`src/hdl/dskt_pkg.sv`:
```
// Shared types and constants for the deadline sorted keyed table.
// Entry layout, result record, status codes and register indexes.
// No dependencies.
package dskt_pkg;

  localparam int unsigned DEPTH      = 16;
  localparam int unsigned IDX_W      = $clog2(DEPTH);
  localparam int unsigned CNT_W      = $clog2(DEPTH + 1);

  localparam int unsigned TYPE_W     = 4;
  localparam int unsigned NUM_W      = 8;
  localparam int unsigned MONTH_W    = 4;
  localparam int unsigned DAY_W      = 5;
  localparam int unsigned DATE_W     = MONTH_W + DAY_W;
  localparam int unsigned KEY_W      = TYPE_W + NUM_W;
  localparam int unsigned ENTRY_W    = KEY_W + DATE_W;
  localparam int unsigned STATUS_W   = 3;

  localparam int unsigned IN_TDATA_W  = ((ENTRY_W + 7) / 8) * 8;
  localparam int unsigned RES_W       = STATUS_W + IDX_W + CNT_W;
  localparam int unsigned OUT_TDATA_W = ((RES_W + 7) / 8) * 8;
  localparam int unsigned OUT_PAD_W   = OUT_TDATA_W - RES_W;

  localparam int unsigned CFG_IDX_W  = 1;
  localparam int unsigned CFG_DATA_W = 5;

  localparam logic [CFG_IDX_W-1:0] REG_CAPACITY    = 1'd0;
  localparam logic [CFG_IDX_W-1:0] REG_SORTED_MODE = 1'd1;

  localparam logic [CNT_W-1:0] CAPACITY_RST = 5'd4;

  localparam logic KIND_UPDATE = 1'b0;
  localparam logic KIND_FINISH = 1'b1;

  typedef enum logic [STATUS_W-1:0] {
    ST_SET       = 3'd0,
    ST_ADDED     = 3'd1,
    ST_FULL      = 3'd2,
    ST_ON_TIME   = 3'd3,
    ST_OVERDUE   = 3'd4,
    ST_NOT_FOUND = 3'd5
  } status_e;

  typedef struct packed {
    logic [TYPE_W-1:0]  task_type;
    logic [NUM_W-1:0]   task_number;
    logic [MONTH_W-1:0] month;
    logic [DAY_W-1:0]   day;
  } entry_t;

  typedef struct packed {
    status_e            status;
    logic [IDX_W-1:0]   position;
    logic [CNT_W-1:0]   occupancy;
  } result_t;

endpackage

```
`src/hdl/dskt_out_reg.sv`:
```
// Output register for the deadline sorted keyed table result stream.
// Holds one result until the downstream side takes it.
// Depends on dskt_pkg.
module dskt_out_reg (
  input  logic                               clk_i,
  input  logic                               rst_ni,
  input  logic                               push_i,
  input  dskt_pkg::result_t                  res_i,
  output logic                               ready_o,
  output logic                               m_axis_tvalid,
  input  logic                               m_axis_tready,
  // status[2:0], position[6:3], occupancy[11:7], zero pad
  output logic [dskt_pkg::OUT_TDATA_W-1:0]   m_axis_tdata
);

  logic              valid_q;
  dskt_pkg::result_t res_q;

  assign ready_o = !valid_q || m_axis_tready;

  always_ff @(posedge clk_i or negedge rst_ni) begin
    if (!rst_ni) begin
      valid_q <= 1'b0;
    end else if (ready_o) begin
      valid_q <= push_i;
    end
  end

  always_ff @(posedge clk_i) begin
    if (ready_o && push_i) begin
      res_q <= res_i;
    end
  end

  assign m_axis_tvalid = valid_q;
  assign m_axis_tdata  = {{dskt_pkg::OUT_PAD_W{1'b0}}, res_q.occupancy, res_q.position,
                          res_q.status};

endmodule

```
`src/hdl/deadline_sorted_keyed_table.sv`:
```
// Top level of the deadline sorted keyed table: entry memory and sequencer.
// Depends on dskt_pkg and dskt_out_reg.
//
//  channel  | signals                                   | transaction
//  ---------+-------------------------------------------+------------------------
//  input    | s_axis_tvalid/tready/tdata/tuser          | one update or finish
//  result   | m_axis_tvalid/tready/tdata                | one result per input
//  config   | cfg_we_i, cfg_idx_i, cfg_data_i           | one write per cycle
//
// One item at a time. The key search reads and checks one entry per step; each
// shift step of a sorted move or a removal reads, then writes back through the
// single-port-pair memory. A rejected or missing key skips the writes; a sorted
// move adds date checks. An item may also wait for the output register.
// Reset clears the count and the registers only; no clearing pass.
// A stalled result waits in the output register; the next item is taken meanwhile.
module deadline_sorted_keyed_table (
  input  logic                                 clk_i,
  input  logic                                 rst_ni,
  input  logic                                 s_axis_tvalid,
  output logic                                 s_axis_tready,
  // task_type[3:0], task_number[11:4], month[15:12], day[20:16], zero pad
  input  logic [dskt_pkg::IN_TDATA_W-1:0]      s_axis_tdata,
  // kind[0]
  input  logic                                 s_axis_tuser,
  output logic                                 m_axis_tvalid,
  input  logic                                 m_axis_tready,
  // status[2:0], position[6:3], occupancy[11:7], zero pad
  output logic [dskt_pkg::OUT_TDATA_W-1:0]     m_axis_tdata,
  input  logic                                 cfg_we_i,
  input  logic [dskt_pkg::CFG_IDX_W-1:0]       cfg_idx_i,
  input  logic [dskt_pkg::CFG_DATA_W-1:0]      cfg_data_i
);

  localparam int unsigned IDX_W  = dskt_pkg::IDX_W;
  localparam int unsigned CNT_W  = dskt_pkg::CNT_W;
  localparam int unsigned DATE_W = dskt_pkg::DATE_W;

  typedef enum logic [3:0] {
    S_IDLE,
    S_SRCH_RD,
    S_SRCH_CHK,
    S_DECIDE,
    S_DIR_RD,
    S_DIR_CHK,
    S_RIGHT_RD,
    S_RIGHT_CHK,
    S_LEFT_RD,
    S_LEFT_CHK,
    S_FINAL,
    S_REM_RD,
    S_REM_CHK,
    S_DONE
  } state_e;

  // configuration
  logic [CNT_W-1:0] capacity_q;
  logic             sorted_q;

  always_ff @(posedge clk_i or negedge rst_ni) begin
    if (!rst_ni) begin
      capacity_q <= dskt_pkg::CAPACITY_RST;
      sorted_q   <= 1'b0;
    end else if (cfg_we_i) begin
      case (cfg_idx_i)
        dskt_pkg::REG_CAPACITY:    capacity_q <= cfg_data_i[CNT_W-1:0];
        dskt_pkg::REG_SORTED_MODE: sorted_q   <= cfg_data_i[0];
        default: ;
      endcase
    end
  end

  // entry memory
  dskt_pkg::entry_t mem [dskt_pkg::DEPTH];
  dskt_pkg::entry_t rdata_q;
  logic             mem_we;
  logic [IDX_W-1:0] mem_wa;
  dskt_pkg::entry_t mem_wd;
  logic [IDX_W-1:0] rd_addr;

  always_ff @(posedge clk_i) begin
    if (mem_we) begin
      mem[mem_wa] <= mem_wd;
    end
    rdata_q <= mem[rd_addr];
  end

  // sequencer state
  state_e            state_q;
  dskt_pkg::entry_t  item_q;
  logic              kind_q;
  logic [CNT_W-1:0]  cur_q;
  logic [CNT_W-1:0]  count_q;
  logic              found_q;
  logic [DATE_W-1:0] old_date_q;
  dskt_pkg::result_t res_q;

  logic [CNT_W-1:0]  cur_nxt;
  logic [CNT_W-1:0]  cur_prv;
  logic [CNT_W-1:0]  cap;
  logic [DATE_W-1:0] new_date;
  logic [DATE_W-1:0] rd_date;
  logic              key_hit;
  logic              out_ready;
  logic              push;

  assign cur_nxt  = cur_q + CNT_W'(1);
  assign cur_prv  = cur_q - CNT_W'(1);
  assign cap      = (capacity_q > CNT_W'(dskt_pkg::DEPTH)) ? CNT_W'(dskt_pkg::DEPTH)
                                                           : capacity_q;
  assign new_date = {item_q.month, item_q.day};
  assign rd_date  = {rdata_q.month, rdata_q.day};
  assign key_hit  = (rdata_q.task_type == item_q.task_type) &&
                    (rdata_q.task_number == item_q.task_number);
  assign push     = (state_q == S_DONE);
  assign s_axis_tready = (state_q == S_IDLE);

  always_comb begin
    mem_we  = 1'b0;
    mem_wa  = cur_q[IDX_W-1:0];
    mem_wd  = rdata_q;
    rd_addr = cur_q[IDX_W-1:0];
    case (state_q)
      S_DIR_RD, S_RIGHT_RD, S_REM_RD: rd_addr = cur_nxt[IDX_W-1:0];
      S_LEFT_RD:   rd_addr = cur_prv[IDX_W-1:0];
      S_DIR_CHK:   mem_we  = !(new_date < rd_date);
      S_RIGHT_CHK: mem_we  = (rd_date <= new_date);
      S_LEFT_CHK:  mem_we  = (rd_date > new_date);
      S_REM_CHK:   mem_we  = 1'b1;
      S_FINAL: begin
        mem_we = 1'b1;
        mem_wd = item_q;
      end
      default: ;
    endcase
  end

  always_ff @(posedge clk_i or negedge rst_ni) begin
    if (!rst_ni) begin
      state_q    <= S_IDLE;
      count_q    <= '0;
      cur_q      <= '0;
      found_q    <= 1'b0;
      kind_q     <= dskt_pkg::KIND_UPDATE;
      item_q     <= '0;
      old_date_q <= '0;
      res_q      <= '0;
    end else begin
      case (state_q)
        S_IDLE: begin
          if (s_axis_tvalid) begin
            item_q.task_type   <= s_axis_tdata[3:0];
            item_q.task_number <= s_axis_tdata[11:4];
            item_q.month       <= s_axis_tdata[15:12];
            item_q.day         <= s_axis_tdata[20:16];
            kind_q  <= s_axis_tuser;
            cur_q   <= '0;
            found_q <= 1'b0;
            state_q <= (count_q == '0) ? S_DECIDE : S_SRCH_RD;
          end
        end
        S_SRCH_RD: state_q <= S_SRCH_CHK;
        S_SRCH_CHK: begin
          if (key_hit) begin
            found_q    <= 1'b1;
            old_date_q <= rd_date;
            state_q    <= S_DECIDE;
          end else begin
            cur_q   <= cur_nxt;
            state_q <= (cur_nxt == count_q) ? S_DECIDE : S_SRCH_RD;
          end
        end
        S_DECIDE: begin
          if (kind_q == dskt_pkg::KIND_UPDATE) begin
            if (!found_q) begin
              if (count_q >= cap) begin
                res_q.status    <= dskt_pkg::ST_FULL;
                res_q.position  <= '0;
                res_q.occupancy <= count_q;
                state_q         <= S_DONE;
              end else begin
                count_q      <= count_q + CNT_W'(1);
                res_q.status <= dskt_pkg::ST_ADDED;
                state_q      <= sorted_q ? S_LEFT_RD : S_FINAL;
              end
            end else begin
              res_q.status <= dskt_pkg::ST_SET;
              if (sorted_q && (old_date_q != new_date)) begin
                state_q <= (cur_nxt == count_q) ? S_LEFT_RD : S_DIR_RD;
              end else begin
                state_q <= S_FINAL;
              end
            end
          end else begin
            if (!found_q) begin
              res_q.status    <= dskt_pkg::ST_NOT_FOUND;
              res_q.position  <= '0;
              res_q.occupancy <= count_q;
              state_q         <= S_DONE;
            end else begin
              res_q.status    <= (new_date > old_date_q) ? dskt_pkg::ST_OVERDUE
                                                         : dskt_pkg::ST_ON_TIME;
              res_q.position  <= cur_q[IDX_W-1:0];
              res_q.occupancy <= count_q - CNT_W'(1);
              count_q         <= count_q - CNT_W'(1);
              state_q         <= S_REM_RD;
            end
          end
        end
        S_DIR_RD: state_q <= S_DIR_CHK;
        S_DIR_CHK: begin
          if (new_date < rd_date) begin
            state_q <= S_LEFT_RD;
          end else begin
            cur_q   <= cur_nxt;
            state_q <= S_RIGHT_RD;
          end
        end
        S_RIGHT_RD: state_q <= (cur_nxt >= count_q) ? S_FINAL : S_RIGHT_CHK;
        S_RIGHT_CHK: begin
          if (rd_date <= new_date) begin
            cur_q   <= cur_nxt;
            state_q <= S_RIGHT_RD;
          end else begin
            state_q <= S_FINAL;
          end
        end
        S_LEFT_RD: state_q <= (cur_q == '0) ? S_FINAL : S_LEFT_CHK;
        S_LEFT_CHK: begin
          if (rd_date > new_date) begin
            cur_q   <= cur_prv;
            state_q <= S_LEFT_RD;
          end else begin
            state_q <= S_FINAL;
          end
        end
        S_FINAL: begin
          res_q.position  <= cur_q[IDX_W-1:0];
          res_q.occupancy <= count_q;
          state_q         <= S_DONE;
        end
        S_REM_RD: state_q <= (cur_q >= count_q) ? S_DONE : S_REM_CHK;
        S_REM_CHK: begin
          cur_q   <= cur_nxt;
          state_q <= S_REM_RD;
        end
        S_DONE: begin
          if (out_ready) begin
            state_q <= S_IDLE;
          end
        end
        default: state_q <= S_IDLE;
      endcase
    end
  end

  dskt_out_reg u_out_reg (
    .clk_i         (clk_i),
    .rst_ni        (rst_ni),
    .push_i        (push),
    .res_i         (res_q),
    .ready_o       (out_ready),
    .m_axis_tvalid (m_axis_tvalid),
    .m_axis_tready (m_axis_tready),
    .m_axis_tdata  (m_axis_tdata)
  );

endmodule

```
`config.mk`:
```
export PLATFORM = sky130hd
export DESIGN_NAME = deadline_sorted_keyed_table
export DESIGN_NICKNAME = d
export VERILOG_FILES = /design/src/hdl/dskt_pkg.sv /design/src/hdl/dskt_out_reg.sv /design/src/hdl/deadline_sorted_keyed_table.sv
export SDC_FILE = /design/constraint.sdc
export NUM_CORES = 1
export LEC_CHECK = 0
export ABC_AREA = 1
export ABC_CLOCK_PERIOD_IN_PS = 4100
export BUFFER_PORTS_ARGS = -buffer_cell sky130_fd_sc_hd__buf_2
export CORE_UTILIZATION = 44
export DETAILED_ROUTE_END_ITERATION = 10
export REMOVE_ABC_BUFFERS = 1
export SETUP_SLACK_MARGIN = 0.02
export SLEW_MARGIN = 0
export SYNTH_ARGS = -nofsm -noshare
export SYNTH_HDL_FRONTEND = slang
export SYNTH_SLANG_ARGS = --single-unit
```
`constraint.sdc`:
```
create_clock -name clk_i -period 4.1 [get_ports clk_i]
set_input_delay 0.615 -clock clk_i [delete_from_list [all_inputs] [get_ports clk_i]]
set_output_delay 0.615 -clock clk_i [all_outputs]
set_load 0.02 [all_outputs]
```
==> results.txt <==
Crit path launch: item_q[8]
Reg2reg setup slack: 0.89 ns
Tightest hold margin: 0.167 ns
Leak: 9.34 nW
Pwr dens: 822 mW/mm²
Post-CTS Setup Inserts: 0
Mapped Cells: 1958
Least-Margin Pin Slew: 1.25 ns
Vias in the first global route: 13200
Drt total wl: 48700 µm
Die extent in x: 214 µm
Initial Util: 44.7%
Initial antenna violation count: 0
R2r endpoint: mem[14][3]
FFs w/ async S/R, synth: 15.0%
Drt wl/cell: 18.5 µm
Crit path kind: reg -> reg
Post-route ant nets: 0
Clock root buffer master: clkbuf_16
Data arrival, critical path: 3.48 ns
Final min period: 3.21 ns
Overall power: 18.4 mW
Die ar.: 0.0458 mm²
Most frequent cells in the layout: nand2_1 (560), edfxtp_1 (348), nand3_1 (338)
Vias: 13800
Mean post-synth cell area: 10.1 µm²
Rows: 77
Diodes inserted: 0
Comb power frac: 42.7%
Vias per inst: 5.26
Layout Utilization: 50.4%
PnR worst setup slack: 0.886 ns
Clk_lat worst skew: 0.60 ns
Routability cong.: 0.859
Hold buffer count at CTS: 0
Worst-case clock buffer depth: 3
Clock Skew: 0.0347 ns
First drt pass iteration count: 5
Mapped Area: 0.0198 mm²
Largest cells by area after synthesis: edfxtp_1 (53%), nand2_1 (11%), nand3_1 (8.6%), dfrtp_1 (8.1%), inv_1 (3.3%)
R2R cell count: 11
Max Cap Violations: 0
Seq/Total Area, Yosys: 63.1%
Final setup vio count: 0
Sequential Power Share: 34.6%
CP required: 4.36 ns
Share of cells above drive strength 1: 9.72%
First-pass GRT wire length: 75300 µm
Boundary pin count: 54
Part of the cycle the worst path needs: 78.4%
R2R Path Start: item_q[8]
Clk slew on worst S/H paths: 0.06 ns
Crit path capture type: flop
CP Launch Type: flop
Synth area leader: edfxtp_1
Post-synth EDFFs: 348
Core ar.: 0.0443 mm²
Post-route DRC: 0
Resize count post-CTS: 0
Die height: 214 µm
CTS tree: done
Max Freq: 311 MHz
Pin count of the biggest net entering global routing: 107
H-tree depth: 2
Layout area overhead: 12.8%
Ys flop type: edfxtp_1
Crit path max fanout: 16
Max-slew violation count: 0
YS warnings: 0
Status: finished clean
Total CTS buffers: 47
RSZ-0062 raised after global routing: false
Flop and latch count out of synthesis: 434
# nets final: 2077
Post-DP HPWL: 26900 µm
Library cells used by synthesis: 46
Type of the tightest min-delay check: in -> async
Switching Share: 41.2%
NetSw: 7.57 mW
Max_slew headroom: 16.6%
Grt ovf: 0
Internal power: 10.8 mW
Clock net sink count: 434
Clock power share: 22.7%
Post-synth top area share: 52.8%
Total GRT Usage: 21.4%
Maximum vdd drop: 693 µV
Setup Slack @ Placement: 0.860 ns
Final Hold Fails: 0
1st-iter DRT viols: 1214
Buffers on Ports: 46
Most common cell after layout, fill and taps aside: nand2_1
## area by class of cell
cell class,instances,area (µm²)
Multi-Input combinational cell,1247,6200
Sequential cell,434,12500
Tap cell,592,741
Clock buffer,54,1200
Timing Repair Buffer,91,696
Inverter,180,676
Clock inverter,32,317
Fill cell,4022,22000
## worst max-delay path by stage
stage | endpoint | cells after the start
4_1_cts | mem[10][2] | 11
6_report | mem[14][3] | 11
2_1_floorplan | rd_date[0] | 10
3_5_place_dp | mem[10][13] | 11
3_3_place_gp | mem[9][13] | 11
5_1_grt | mem[14][2] | 11
## logic make-up after synthesis
family | Yosys count | share of synthesized area [%]
xor gates and xnor gates | 23 | 1.02
adders and majority gates | 40 | 2.53
buffers and inverters | 280 | 6.10
and+or+nand+nor | 1060 | 23.9
muxes | 3 | 0.171
AOI/OAI and AO/OA | 117 | 3.13
DFF | 434 | 63.1
other | 1 | 0.0189
## per-layer routing
| layer | track usage (%) | wire (µm) | up-vias |
|---|---|---|---|
| met5 | 0 | 0 | - |
| met3 | 3.04 | 2910 | 81 |
| li1 | - | - | 6701 |
| met1 | 28.2 | 20900 | 6628 |
| met2 | 36.4 | 23700 | 422 |
| met4 | 6.69 | 1170 | 0 |
## sequential cells by signal, summed over array words and instances, names as in the netlist
name	flops
count_q	5
mem	336
state_q	4
rdata_q	12
old_date_q	9
item_q	21
rd_date	9
u_out_reg.m_axis_tdata	12
cur_q	5
u_out_reg.m_axis_tvalid	1
capacity_q	5
res_q	12
found_q	1
sorted_q	1
kind_q	1
## per-stage QoR
| step | cells | TNS [ns] | instance area, µm² |
|---|---|---|---|
| after floorplan | 1861 | -40.00 | 19300 |
| after global placement | 2544 | 0 | 20800 |
| after detailed placement | 2544 | 0 | 20800 |
| after CTS | 2630 | 0 | 22300 |
| after global routing | 2630 | 0 | 22300 |
| final | 2630 | 0 | 22300 |
## critical path: stages (launching register included)
cell,delay [ns]
dfrtp_1,0.34
inv_1,0.07
ha_1,0.30
nand2_1,0.11
nor2_1,0.19
nand4_1,0.11
nand3_1,0.13
nand2_1,0.15
o21ai_0,0.46
nand2_1,0.27
nor2_2,0.51
buf_12,0.27
## cell usage after synthesis, drive strengths merged, types with 14 or more instances
cell type / number
buf: 86
dfrtp: 64
inv: 179
edfxtp: 348
dfxtp: 21
nand2: 567
clkbuf: 14
nand3: 341
ha: 40
o21ai: 74
nand3b: 64
nor2: 73
xor2: 18
a21oi: 31
## power by group through the flow
stage,logic (mW),registers [mW],clock network [mW]
after detailed placement,7.83,6.43,0
after global placement,7.68,6.42,0
after CTS,7.86,6.35,4.26
after floorplan,5.37,6.37,0
after global routing,8.81,6.41,4.42
final,7.83,6.35,4.17
Power figures use the tool's default switching activity.
